[config.mk]
export PLATFORM = sky130hd
export DESIGN_NAME = laser_scan_breakpoint_segmenter
export DESIGN_NICKNAME = d
export VERILOG_FILES = /design/src/lsbs_pkg.sv /design/src/lsbs_mul.sv /design/src/lsbs_pend_mem.sv /design/src/laser_scan_breakpoint_segmenter.sv
export SDC_FILE = /design/constraint.sdc
export NUM_CORES = 2
export LEC_CHECK = 0
export ABC_AREA = 1
export BUFFER_PORTS_ARGS = -buffer_cell sky130_fd_sc_hd__buf_2
export CORE_AREA = 2 2 374 376
export DETAILED_ROUTE_END_ITERATION = 10
export DIE_AREA = 0 0 376 378
export PLACE_DENSITY = 0.57
export SETUP_SLACK_MARGIN = 0.2
export SLEW_MARGIN = 20
export SYNTH_ARGS = -nofsm -noshare
export SYNTH_HDL_FRONTEND = slang
export SYNTH_SLANG_ARGS = --single-unit
[constraint.sdc]
create_clock -name aclk -period 24.9 [get_ports aclk]
set_input_delay 1.245 -clock aclk [delete_from_list [all_inputs] [get_ports aclk]]
set_output_delay 1.245 -clock aclk [all_outputs]
set_load 0.1 [all_outputs]
[src/lsbs_pkg.sv]
// Shared types and constants of the laser scan breakpoint segmenter.
`timescale 1ns / 1ps

package lsbs_pkg;

    localparam int RANGE_W      = 16;
    localparam int COORD_W      = 16;
    localparam int CLUSTER_W    = 8;
    localparam int NUM_IDS      = 255;
    localparam int FRAC_W       = 16;
    localparam int GAIN_W       = 16;
    localparam int MIN_SIZE_W   = 5;
    localparam int CFG_ADDR_W   = 2;
    localparam int CFG_DATA_W   = 16;

    localparam int MUL_A_W      = 32;
    localparam int MUL_B_W      = 16;
    localparam int MUL_P_W      = MUL_A_W + MUL_B_W;

    localparam int DEF_MAX_MIN_SIZE = 16;
    localparam int DEF_INDEX_BITS   = 12;

    localparam logic [GAIN_W-1:0]     GAIN_RESET     = 16'd2859;
    localparam logic [MIN_SIZE_W-1:0] MIN_SIZE_RESET = 5'd5;

    localparam logic [CFG_ADDR_W-1:0] REG_BREAKPOINT_GAIN  = 2'd0;
    localparam logic [CFG_ADDR_W-1:0] REG_MIN_CLUSTER_SIZE = 2'd1;

    typedef enum logic [2:0] {
        ST_IDLE,
        ST_MUL1,
        ST_MUL2,
        ST_DECIDE,
        ST_DRAIN,
        ST_EMIT
    } lsbs_state_t;

endpackage

[src/lsbs_mul.sv]
// Shared multiplier with a registered product.
`timescale 1ns / 1ps

module lsbs_mul (
    input  logic                        aclk,
    input  logic                        en,
    input  logic [lsbs_pkg::MUL_A_W-1:0] a,
    input  logic [lsbs_pkg::MUL_B_W-1:0] b,
    output logic [lsbs_pkg::MUL_P_W-1:0] p
);

    logic [lsbs_pkg::MUL_P_W-1:0] p_reg;
    logic [lsbs_pkg::MUL_P_W-1:0] p_next;

    assign p_next = lsbs_pkg::MUL_P_W'(a) * lsbs_pkg::MUL_P_W'(b);

    always_ff @(posedge aclk) begin
        if (en) begin
            p_reg <= p_next;
        end
    end

    assign p = p_reg;

endmodule

[src/lsbs_pend_mem.sv]
// Store for the points of a cluster that has not yet reached its minimum size.
`timescale 1ns / 1ps

module lsbs_pend_mem #(
    parameter int DEPTH = 15,
    parameter int AW    = 4,
    parameter int DW    = 44
) (
    input  logic          aclk,
    input  logic          wr_en,
    input  logic [AW-1:0] wr_addr,
    input  logic [DW-1:0] wr_data,
    input  logic          rd_en,
    input  logic [AW-1:0] rd_addr,
    output logic [DW-1:0] rd_data
);

    logic [DW-1:0] mem [DEPTH];
    logic [DW-1:0] rd_data_reg;

    always_ff @(posedge aclk) begin
        if (wr_en) begin
            mem[wr_addr] <= wr_data;
        end
    end

    always_ff @(posedge aclk) begin
        if (rd_en) begin
            rd_data_reg <= mem[rd_addr];
        end
    end

    assign rd_data = rd_data_reg;

endmodule

[src/laser_scan_breakpoint_segmenter.sv]
// Top level of the laser scan breakpoint segmenter: sequencer and datapath.
//
//  Channel | Dir | Signals                  | Contents (lowest bits first)
//  s_      | in  | tvalid tready tdata tuser| beam_index, range_mm, point_x, point_y; scan_start
//  m_      | out | tvalid tready tdata tlast| out_x, out_y, out_index, cluster_id; last_of_run
//  cfg_    | in  | we addr wdata            | 0 breakpoint_gain, 1 min_cluster_size
//
// An input beat passes through acceptance, two passes through the one shared
// multiplier, and the decision, in that order. Each result beat is then loaded in
// turn, the buffered points of the burst first and the current one last.
// The single read port of the pending store paces the burst at one beat a cycle unless stalled.
// Reset is synchronous and active low; the pending store needs no clearing pass.
// A stalled result beat holds the sequencer until the output register is free.
`timescale 1ns / 1ps

module laser_scan_breakpoint_segmenter #(
    parameter int MAX_MIN_SIZE = lsbs_pkg::DEF_MAX_MIN_SIZE,
    parameter int INDEX_BITS   = lsbs_pkg::DEF_INDEX_BITS,
    localparam int IN_W        = INDEX_BITS + lsbs_pkg::RANGE_W + 2 * lsbs_pkg::COORD_W,
    localparam int IN_TDATA_W  = ((IN_W + 7) / 8) * 8,
    localparam int OUT_W       = 2 * lsbs_pkg::COORD_W + INDEX_BITS + lsbs_pkg::CLUSTER_W,
    localparam int OUT_TDATA_W = ((OUT_W + 7) / 8) * 8
) (
    input  logic                              aclk,
    input  logic                              aresetn,
    // Slave side: tdata = beam_index, range_mm, point_x, point_y; tuser = scan_start.
    input  logic                              s_tvalid,
    output logic                              s_tready,
    input  logic [IN_TDATA_W-1:0]             s_tdata,
    input  logic                              s_tuser,
    // Master side: tdata = out_x, out_y, out_index, cluster_id; tlast = last_of_run.
    output logic                              m_tvalid,
    input  logic                              m_tready,
    output logic [OUT_TDATA_W-1:0]            m_tdata,
    output logic                              m_tlast,
    input  logic                              cfg_we,
    input  logic [lsbs_pkg::CFG_ADDR_W-1:0]   cfg_addr,
    input  logic [lsbs_pkg::CFG_DATA_W-1:0]   cfg_wdata
);

    localparam int RW         = $clog2(MAX_MIN_SIZE + 1);
    localparam int SW         = (RW > lsbs_pkg::MIN_SIZE_W) ? RW : lsbs_pkg::MIN_SIZE_W;
    localparam int PEND_DEPTH = (MAX_MIN_SIZE > 1) ? MAX_MIN_SIZE - 1 : 1;
    localparam int AW         = (PEND_DEPTH > 1) ? $clog2(PEND_DEPTH) : 1;
    localparam int PW         = 2 * lsbs_pkg::COORD_W + INDEX_BITS;
    localparam int CW         = lsbs_pkg::CLUSTER_W;
    localparam int RNG_W      = lsbs_pkg::RANGE_W;
    localparam int XY_W       = lsbs_pkg::COORD_W;

    lsbs_pkg::lsbs_state_t state_reg, state_next;

    logic [lsbs_pkg::GAIN_W-1:0]     gain_reg;
    logic [lsbs_pkg::MIN_SIZE_W-1:0] min_size_reg;

    logic                  start_in_reg;
    logic [INDEX_BITS-1:0] idx_in_reg;
    logic [RNG_W-1:0]      rng_in_reg;
    logic [XY_W-1:0]       x_in_reg;
    logic [XY_W-1:0]       y_in_reg;

    logic [RNG_W-1:0]      prev_range_reg;
    logic [INDEX_BITS-1:0] prev_index_reg;
    logic [CW-1:0]         cluster_reg;
    logic [RW-1:0]         run_reg;
    logic [RW-1:0]         drain_cnt_reg;
    logic [RW-1:0]         drain_total_reg;

    logic                  m_tvalid_reg;
    logic                  m_tlast_reg;
    logic [OUT_W-1:0]      m_data_reg;

    logic [INDEX_BITS-1:0] step;
    logic [RNG_W-1:0]      diff;
    logic [lsbs_pkg::MUL_P_W-1:0] cmp_lhs;
    logic [lsbs_pkg::MUL_P_W-1:0] mul_p;
    logic [lsbs_pkg::MUL_A_W-1:0] mul_a;
    logic [lsbs_pkg::MUL_B_W-1:0] mul_b;
    logic                  mul_en;
    logic                  brk;
    logic [RW-1:0]         run_eff;
    logic [CW-1:0]         cluster_inc;
    logic [CW-1:0]         cluster_eff;
    logic [SW-1:0]         msz_wide;
    logic [RW-1:0]         msz;
    logic                  full;
    logic                  hit;
    logic                  slot_free;
    logic                  last_drain;

    logic                  pend_wr_en;
    logic                  pend_rd_en;
    logic [AW-1:0]         pend_rd_addr;
    logic [PW-1:0]         pend_rd_data;
    logic                  out_load;

    // Configuration registers.
    always_ff @(posedge aclk) begin
        if (!aresetn) begin
            gain_reg     <= lsbs_pkg::GAIN_RESET;
            min_size_reg <= lsbs_pkg::MIN_SIZE_RESET;
        end else if (cfg_we) begin
            if (cfg_addr == lsbs_pkg::REG_BREAKPOINT_GAIN) begin
                gain_reg <= cfg_wdata;
            end else if (cfg_addr == lsbs_pkg::REG_MIN_CLUSTER_SIZE) begin
                min_size_reg <= cfg_wdata[lsbs_pkg::MIN_SIZE_W-1:0];
            end
        end
    end

    always_comb begin
        if (min_size_reg == '0) begin
            msz_wide = SW'(1);
        end else if (SW'(min_size_reg) > SW'(MAX_MIN_SIZE)) begin
            msz_wide = SW'(MAX_MIN_SIZE);
        end else begin
            msz_wide = SW'(min_size_reg);
        end
    end
    assign msz = msz_wide[RW-1:0];

    // Breakpoint test operands.
    assign step = (idx_in_reg >= prev_index_reg) ? idx_in_reg - prev_index_reg
                                                 : prev_index_reg - idx_in_reg;
    assign diff = (rng_in_reg >= prev_range_reg) ? rng_in_reg - prev_range_reg
                                                 : prev_range_reg - rng_in_reg;
    assign cmp_lhs = lsbs_pkg::MUL_P_W'({diff, {lsbs_pkg::FRAC_W{1'b0}}});

    assign mul_en = (state_reg == lsbs_pkg::ST_MUL1) || (state_reg == lsbs_pkg::ST_MUL2);
    assign mul_a  = (state_reg == lsbs_pkg::ST_MUL2) ? mul_p[lsbs_pkg::MUL_A_W-1:0]
                                                     : lsbs_pkg::MUL_A_W'(gain_reg);
    assign mul_b  = (state_reg == lsbs_pkg::ST_MUL2) ? lsbs_pkg::MUL_B_W'(step)
                                                     : lsbs_pkg::MUL_B_W'(prev_range_reg);

    lsbs_mul u_mul (
        .aclk (aclk),
        .en   (mul_en),
        .a    (mul_a),
        .b    (mul_b),
        .p    (mul_p)
    );

    assign brk         = !(cmp_lhs < mul_p);
    assign cluster_inc = (cluster_reg == CW'(lsbs_pkg::NUM_IDS - 1)) ? '0
                                                                     : cluster_reg + CW'(1);
    assign run_eff     = (start_in_reg || brk) ? '0 : run_reg;
    assign cluster_eff = start_in_reg ? '0 : (brk ? cluster_inc : cluster_reg);
    assign full        = run_eff >= msz;
    assign hit         = (run_eff + RW'(1)) == msz;
    assign slot_free   = !m_tvalid_reg || m_tready;
    assign last_drain  = (drain_cnt_reg + RW'(1)) == drain_total_reg;

    // Next state.
    always_comb begin
        state_next = state_reg;
        unique case (state_reg)
            lsbs_pkg::ST_IDLE: begin
                if (s_tvalid) begin
                    state_next = lsbs_pkg::ST_MUL1;
                end
            end
            lsbs_pkg::ST_MUL1: begin
                state_next = lsbs_pkg::ST_MUL2;
            end
            lsbs_pkg::ST_MUL2: begin
                state_next = lsbs_pkg::ST_DECIDE;
            end
            lsbs_pkg::ST_DECIDE: begin
                priority if (full) begin
                    state_next = lsbs_pkg::ST_EMIT;
                end else if (hit) begin
                    state_next = (run_eff != '0) ? lsbs_pkg::ST_DRAIN : lsbs_pkg::ST_EMIT;
                end else begin
                    state_next = lsbs_pkg::ST_IDLE;
                end
            end
            lsbs_pkg::ST_DRAIN: begin
                if (slot_free && last_drain) begin
                    state_next = lsbs_pkg::ST_EMIT;
                end
            end
            lsbs_pkg::ST_EMIT: begin
                if (slot_free) begin
                    state_next = lsbs_pkg::ST_IDLE;
                end
            end
            default: begin
                state_next = lsbs_pkg::ST_IDLE;
            end
        endcase
    end

    // Sequencer outputs.
    always_comb begin
        s_tready     = 1'b0;
        pend_wr_en   = 1'b0;
        pend_rd_en   = 1'b0;
        pend_rd_addr = '0;
        out_load     = 1'b0;
        unique case (state_reg)
            lsbs_pkg::ST_IDLE: begin
                s_tready = 1'b1;
            end
            lsbs_pkg::ST_DECIDE: begin
                pend_wr_en = !full && !hit;
                pend_rd_en = !full && hit && (run_eff != '0);
            end
            lsbs_pkg::ST_DRAIN: begin
                out_load     = slot_free;
                pend_rd_en   = slot_free && !last_drain;
                pend_rd_addr = AW'(drain_cnt_reg + RW'(1));
            end
            lsbs_pkg::ST_EMIT: begin
                out_load = slot_free;
            end
            default: begin
                s_tready = 1'b0;
            end
        endcase
    end

    lsbs_pend_mem #(
        .DEPTH (PEND_DEPTH),
        .AW    (AW),
        .DW    (PW)
    ) u_pend (
        .aclk    (aclk),
        .wr_en   (pend_wr_en),
        .wr_addr (run_eff[AW-1:0]),
        .wr_data ({idx_in_reg, y_in_reg, x_in_reg}),
        .rd_en   (pend_rd_en),
        .rd_addr (pend_rd_addr),
        .rd_data (pend_rd_data)
    );

    // Control registers.
    always_ff @(posedge aclk) begin
        if (!aresetn) begin
            state_reg       <= lsbs_pkg::ST_IDLE;
            prev_range_reg  <= '0;
            prev_index_reg  <= '0;
            cluster_reg     <= '0;
            run_reg         <= '0;
            drain_cnt_reg   <= '0;
            drain_total_reg <= '0;
            m_tvalid_reg    <= 1'b0;
        end else begin
            state_reg <= state_next;
            if (state_reg == lsbs_pkg::ST_DECIDE) begin
                prev_range_reg  <= rng_in_reg;
                prev_index_reg  <= idx_in_reg;
                cluster_reg     <= cluster_eff;
                drain_total_reg <= run_eff;
                drain_cnt_reg   <= '0;
                priority if (full) begin
                    run_reg <= run_eff;
                end else if (hit) begin
                    run_reg <= msz;
                end else begin
                    run_reg <= run_eff + RW'(1);
                end
            end
            if (state_reg == lsbs_pkg::ST_DRAIN && slot_free) begin
                drain_cnt_reg <= drain_cnt_reg + RW'(1);
            end
            if (out_load) begin
                m_tvalid_reg <= 1'b1;
            end else if (m_tready) begin
                m_tvalid_reg <= 1'b0;
            end
        end
    end

    // Payload registers.
    always_ff @(posedge aclk) begin
        if (s_tvalid && s_tready) begin
            start_in_reg <= s_tuser;
            idx_in_reg   <= s_tdata[INDEX_BITS-1:0];
            rng_in_reg   <= s_tdata[INDEX_BITS +: RNG_W];
            x_in_reg     <= s_tdata[INDEX_BITS + RNG_W +: XY_W];
            y_in_reg     <= s_tdata[INDEX_BITS + RNG_W + XY_W +: XY_W];
        end
        if (out_load) begin
            if (state_reg == lsbs_pkg::ST_DRAIN) begin
                m_data_reg  <= {cluster_reg, pend_rd_data};
                m_tlast_reg <= 1'b0;
            end else begin
                m_data_reg  <= {cluster_reg, idx_in_reg, y_in_reg, x_in_reg};
                m_tlast_reg <= 1'b1;
            end
        end
    end

    assign m_tvalid = m_tvalid_reg;
    assign m_tlast  = m_tlast_reg;
    assign m_tdata  = OUT_TDATA_W'(m_data_reg);

    a_accept_starts_mul : assert property (@(posedge aclk) disable iff (!aresetn)
        (s_tvalid && s_tready) |=> (state_reg == lsbs_pkg::ST_MUL1))
        else $error("accepted beat did not start the multiplier passes");

    a_run_bounded : assert property (@(posedge aclk) disable iff (!aresetn)
        run_reg <= RW'(MAX_MIN_SIZE))
        else $error("run length exceeds the largest minimum size");

    a_cluster_wraps : assert property (@(posedge aclk) disable iff (!aresetn)
        cluster_reg < CW'(lsbs_pkg::NUM_IDS))
        else $error("cluster number out of range");

    a_drain_in_range : assert property (@(posedge aclk) disable iff (!aresetn)
        (state_reg == lsbs_pkg::ST_DRAIN) |-> (drain_cnt_reg < drain_total_reg))
        else $error("burst read past the held points");

    a_no_load_over_pending : assert property (@(posedge aclk) disable iff (!aresetn)
        (m_tvalid && !m_tready) |-> !out_load)
        else $error("result register overwritten while stalled");

endmodule

==> flow_metrics.tcl <==
set metrics [dict create \
    status "finished, final reports clean" \
    rows 137 \
    switching_share_pct 44.42 \
    num-nets-final 6009 \
    syn-mean-instance-area_sq_um 10.68 \
    final_layout_size_suffix_gt1_share_pct 7.456 \
    grt_max_degree 185 \
    slew_viol_final 0 \
    cp-end-kind "register" \
    clockRootBuffer "clkbuf_16" \
    rsz0062_at_grt "no" \
    final_common_cell "nand2_1" \
    min_period_ns 10.49 \
    start_kind "register" \
    worstPathMaxFanout 18 \
    dp_hpwl_microns 94580 \
    antenna_found_initial 8 \
    async_flop_share_pct 0 \
    start_util_pct 39.66 \
    ys_seq_elements 942 \
    crit_path_top_delay_cell "edfxtp_1" \
    synth_ff_type "edfxtp_1" \
    slew_headroom_pct 27.52 \
    leakage_uw 0.02439 \
    cts_tree "yes" \
    post_cts_buffers 0 \
    cp.arrival_ns 10.91 \
    cts_hold_repair.buffers 0 \
    grt_pass1_vias 37526 \
    yosysWarnings 0 \
    grt.overflow.total 0 \
    synth-edff-count 866 \
    path_buf_inv 9 \
    die_w_microns 376 \
    final_cell_mix "nand2_1 (1,010), edfxtp_1 (866), inv_1 (776), fa_1 (422), nor2_1 (353)" \
    dr_total_vias 37811 \
    insertion_delay_ns 0.74 \
    largest_reg_flops 660 \
    gp_congestion 0.9086 \
    intPower_uw 3937 \
    clkSlewWorstSetupHoldPaths_ns 0.06 \
    cts_max_level 3 \
    ant_nets 0 \
    wl_per_cell_microns 21.02 \
    cpMostUsedCell "inv_1" \
    route.detailed.drc 0 \
    maxCapViolCount 0 \
    switchingPower_uw 3147 \
    pwr-share-comb_pct 48.1 \
    grtUsageTotal_pct 21.28 \
    critical-path-top-delay-family "adder cells" \
    seqPwrFrac_pct 31.3 \
    grt_pass1_wl_microns 229600 \
    hold_class "register to register" \
    ys_seq_area_share_pct 50.11 \
    p_per_area_nw_per_um2 115.9 \
    finalHoldViolations 0 \
    io_pins 147 \
    crit_required_ns 25.32 \
    die-height_microns 378 \
    power_uw 7084 \
    cts_resized 0 \
    clkSinkCount 942 \
    p_clk_share_pct 20.6 \
    routed_wl_microns 151100 \
    finalSetupViolCount 0 \
    coreArea_sq_um 138500 \
    tightest_slew_ns 1.087 \
    drtIter0Drc 3159 \
    ir_worst_vdd_mv 0.08317 \
    clock.fmax_ghz 0.09536 \
    finalCritPeriodShare_pct 42.12 \
    critPathKind "register to register" \
    slowest_delay_ns 0.72 \
    fill_cells 13022 \
    area_growth_pct 11.26 \
    die_area_sq_um 142100 \
    numCtsBuffers 100 \
    vias_per_cell 5.260 \
    syn-instance-count 5142 \
    synthesis.area_sq_um 54930 \
    clockBufferDepth 3 \
    fin_skew_ns 0.08638 \
    ys_types 70 \
    io_buffers 138 \
    setup_tns_ns 0 \
    drtPass1Iterations 6 \
]
[per-stage QoR]
step                      setup WS [ns]  area (sq um)  hold WS [ns]  instances  util (%)
final                             14.41         61110        0.4339       7188     44.13
after global routing              13.97         61110        0.4457       7185     44.12
after CTS                         14.51         61110        0.4364       7185     44.12
after detailed placement          14.58         57900        0.4214       7002     41.81
after global placement            14.65         57900        0.4135       7002     41.81
after floorplan                   16.57         55180        0.4082       5208         -
[path summary, 6_finish.rpt]
check                               from  slack, ns  depth (start not counted)                       end
max              idx_in_reg[0]$_DFFE_PP_      14.41                         35     u_mul.p[42]$_DFFE_PP_
min          cluster_reg[2]$_SDFFE_PN0P_       0.43                          0  m_data_reg[46]$_DFFE_PP_
max reg2reg      idx_in_reg[0]$_DFFE_PP_      14.41                         35     u_mul.p[42]$_DFFE_PP_
min reg2reg  cluster_reg[2]$_SDFFE_PN0P_       0.43                          0  m_data_reg[46]$_DFFE_PP_
[worst reg2reg max path: cells and delay by family (launching register included)]
kind                       cells  cell delay, ns
xor gates and xnor gates       2            0.77
AOI/OAI and AO/OA             10            2.31
DFF                            1            0.72
and+or+nand+nor                6            0.94
buffers and inverters          9            1.69
adders and majority gates      8            3.79
[logic make-up (layout without fill, tap and decap cells)]
group                      after synthesis  in the layout  synth area share [%]
buffers and inverters                  999           1169                 7.034
other                                    2             71               0.01367
muxes                                    4              4               0.07972
AOI/OAI and AO/OA                      870            870                 9.753
xor gates and xnor gates                71             71                 1.173
adders and majority gates              624            624                 19.98
and+or+nand+nor                       1630           1630                 11.86
DFF                                    942            942                 50.11
[metal layers]
layer  track usage (%)  wire [microns]  vias up
met2             33.00           67810     1272
met5                 0              37        -
met3             3.683           10960      210
met4             6.060            3928        6
met1             30.69           68340    18913
li1                  -               -    17410
[area by class of cell]
cell class	instances	area [sq um]	area share, %
Sequential cell	942	27530	45.05
Multi-Input combinational cell	3267	23990	39.26
Inverter	793	2992	4.895
Clock buffer	129	2673	4.373
Tap cell	1807	2261	3.699
Timing Repair Buffer	193	1129	1.847
Clock inverter	54	530.5	0.8681
Antenna cell	3	7.507	0.01228
[cell usage after synthesis, drive strengths merged (47+ instances only)]
cell type / instances / area, sq um
a21oi: 235 / 1199
a31oi: 61 / 381.6
buf: 73 / 385.4
clkbuf: 133 / 499.2
dfxtp: 76 / 1521
edfxtp: 866 / 26000
fa: 422 / 8448
ha: 202 / 2527
inv: 789 / 2964
nand2: 1012 / 3804
nand3: 190 / 973.4
nor2: 373 / 1408
o211ai: 87 / 658.1
o21ai: 294 / 1501
o21bai: 50 / 375.4
o221ai: 84 / 735.7
xor2: 47 / 434.2
[power by group through the flow]
| stage | logic, uW | clock network (uW) | registers, uW |
|---|---|---|---|
| global placement | 3350 | 0 | 2240 |
| floorplan | 2320 | 0 | 2430 |
| detailed placement | 3370 | 0 | 2250 |
| global route | 3810 | 1540 | 2240 |
| CTS | 3400 | 1490 | 2220 |
| finish | 3410 | 1460 | 2220 |
No activity file was read; power rests on OpenSTA's default activity.
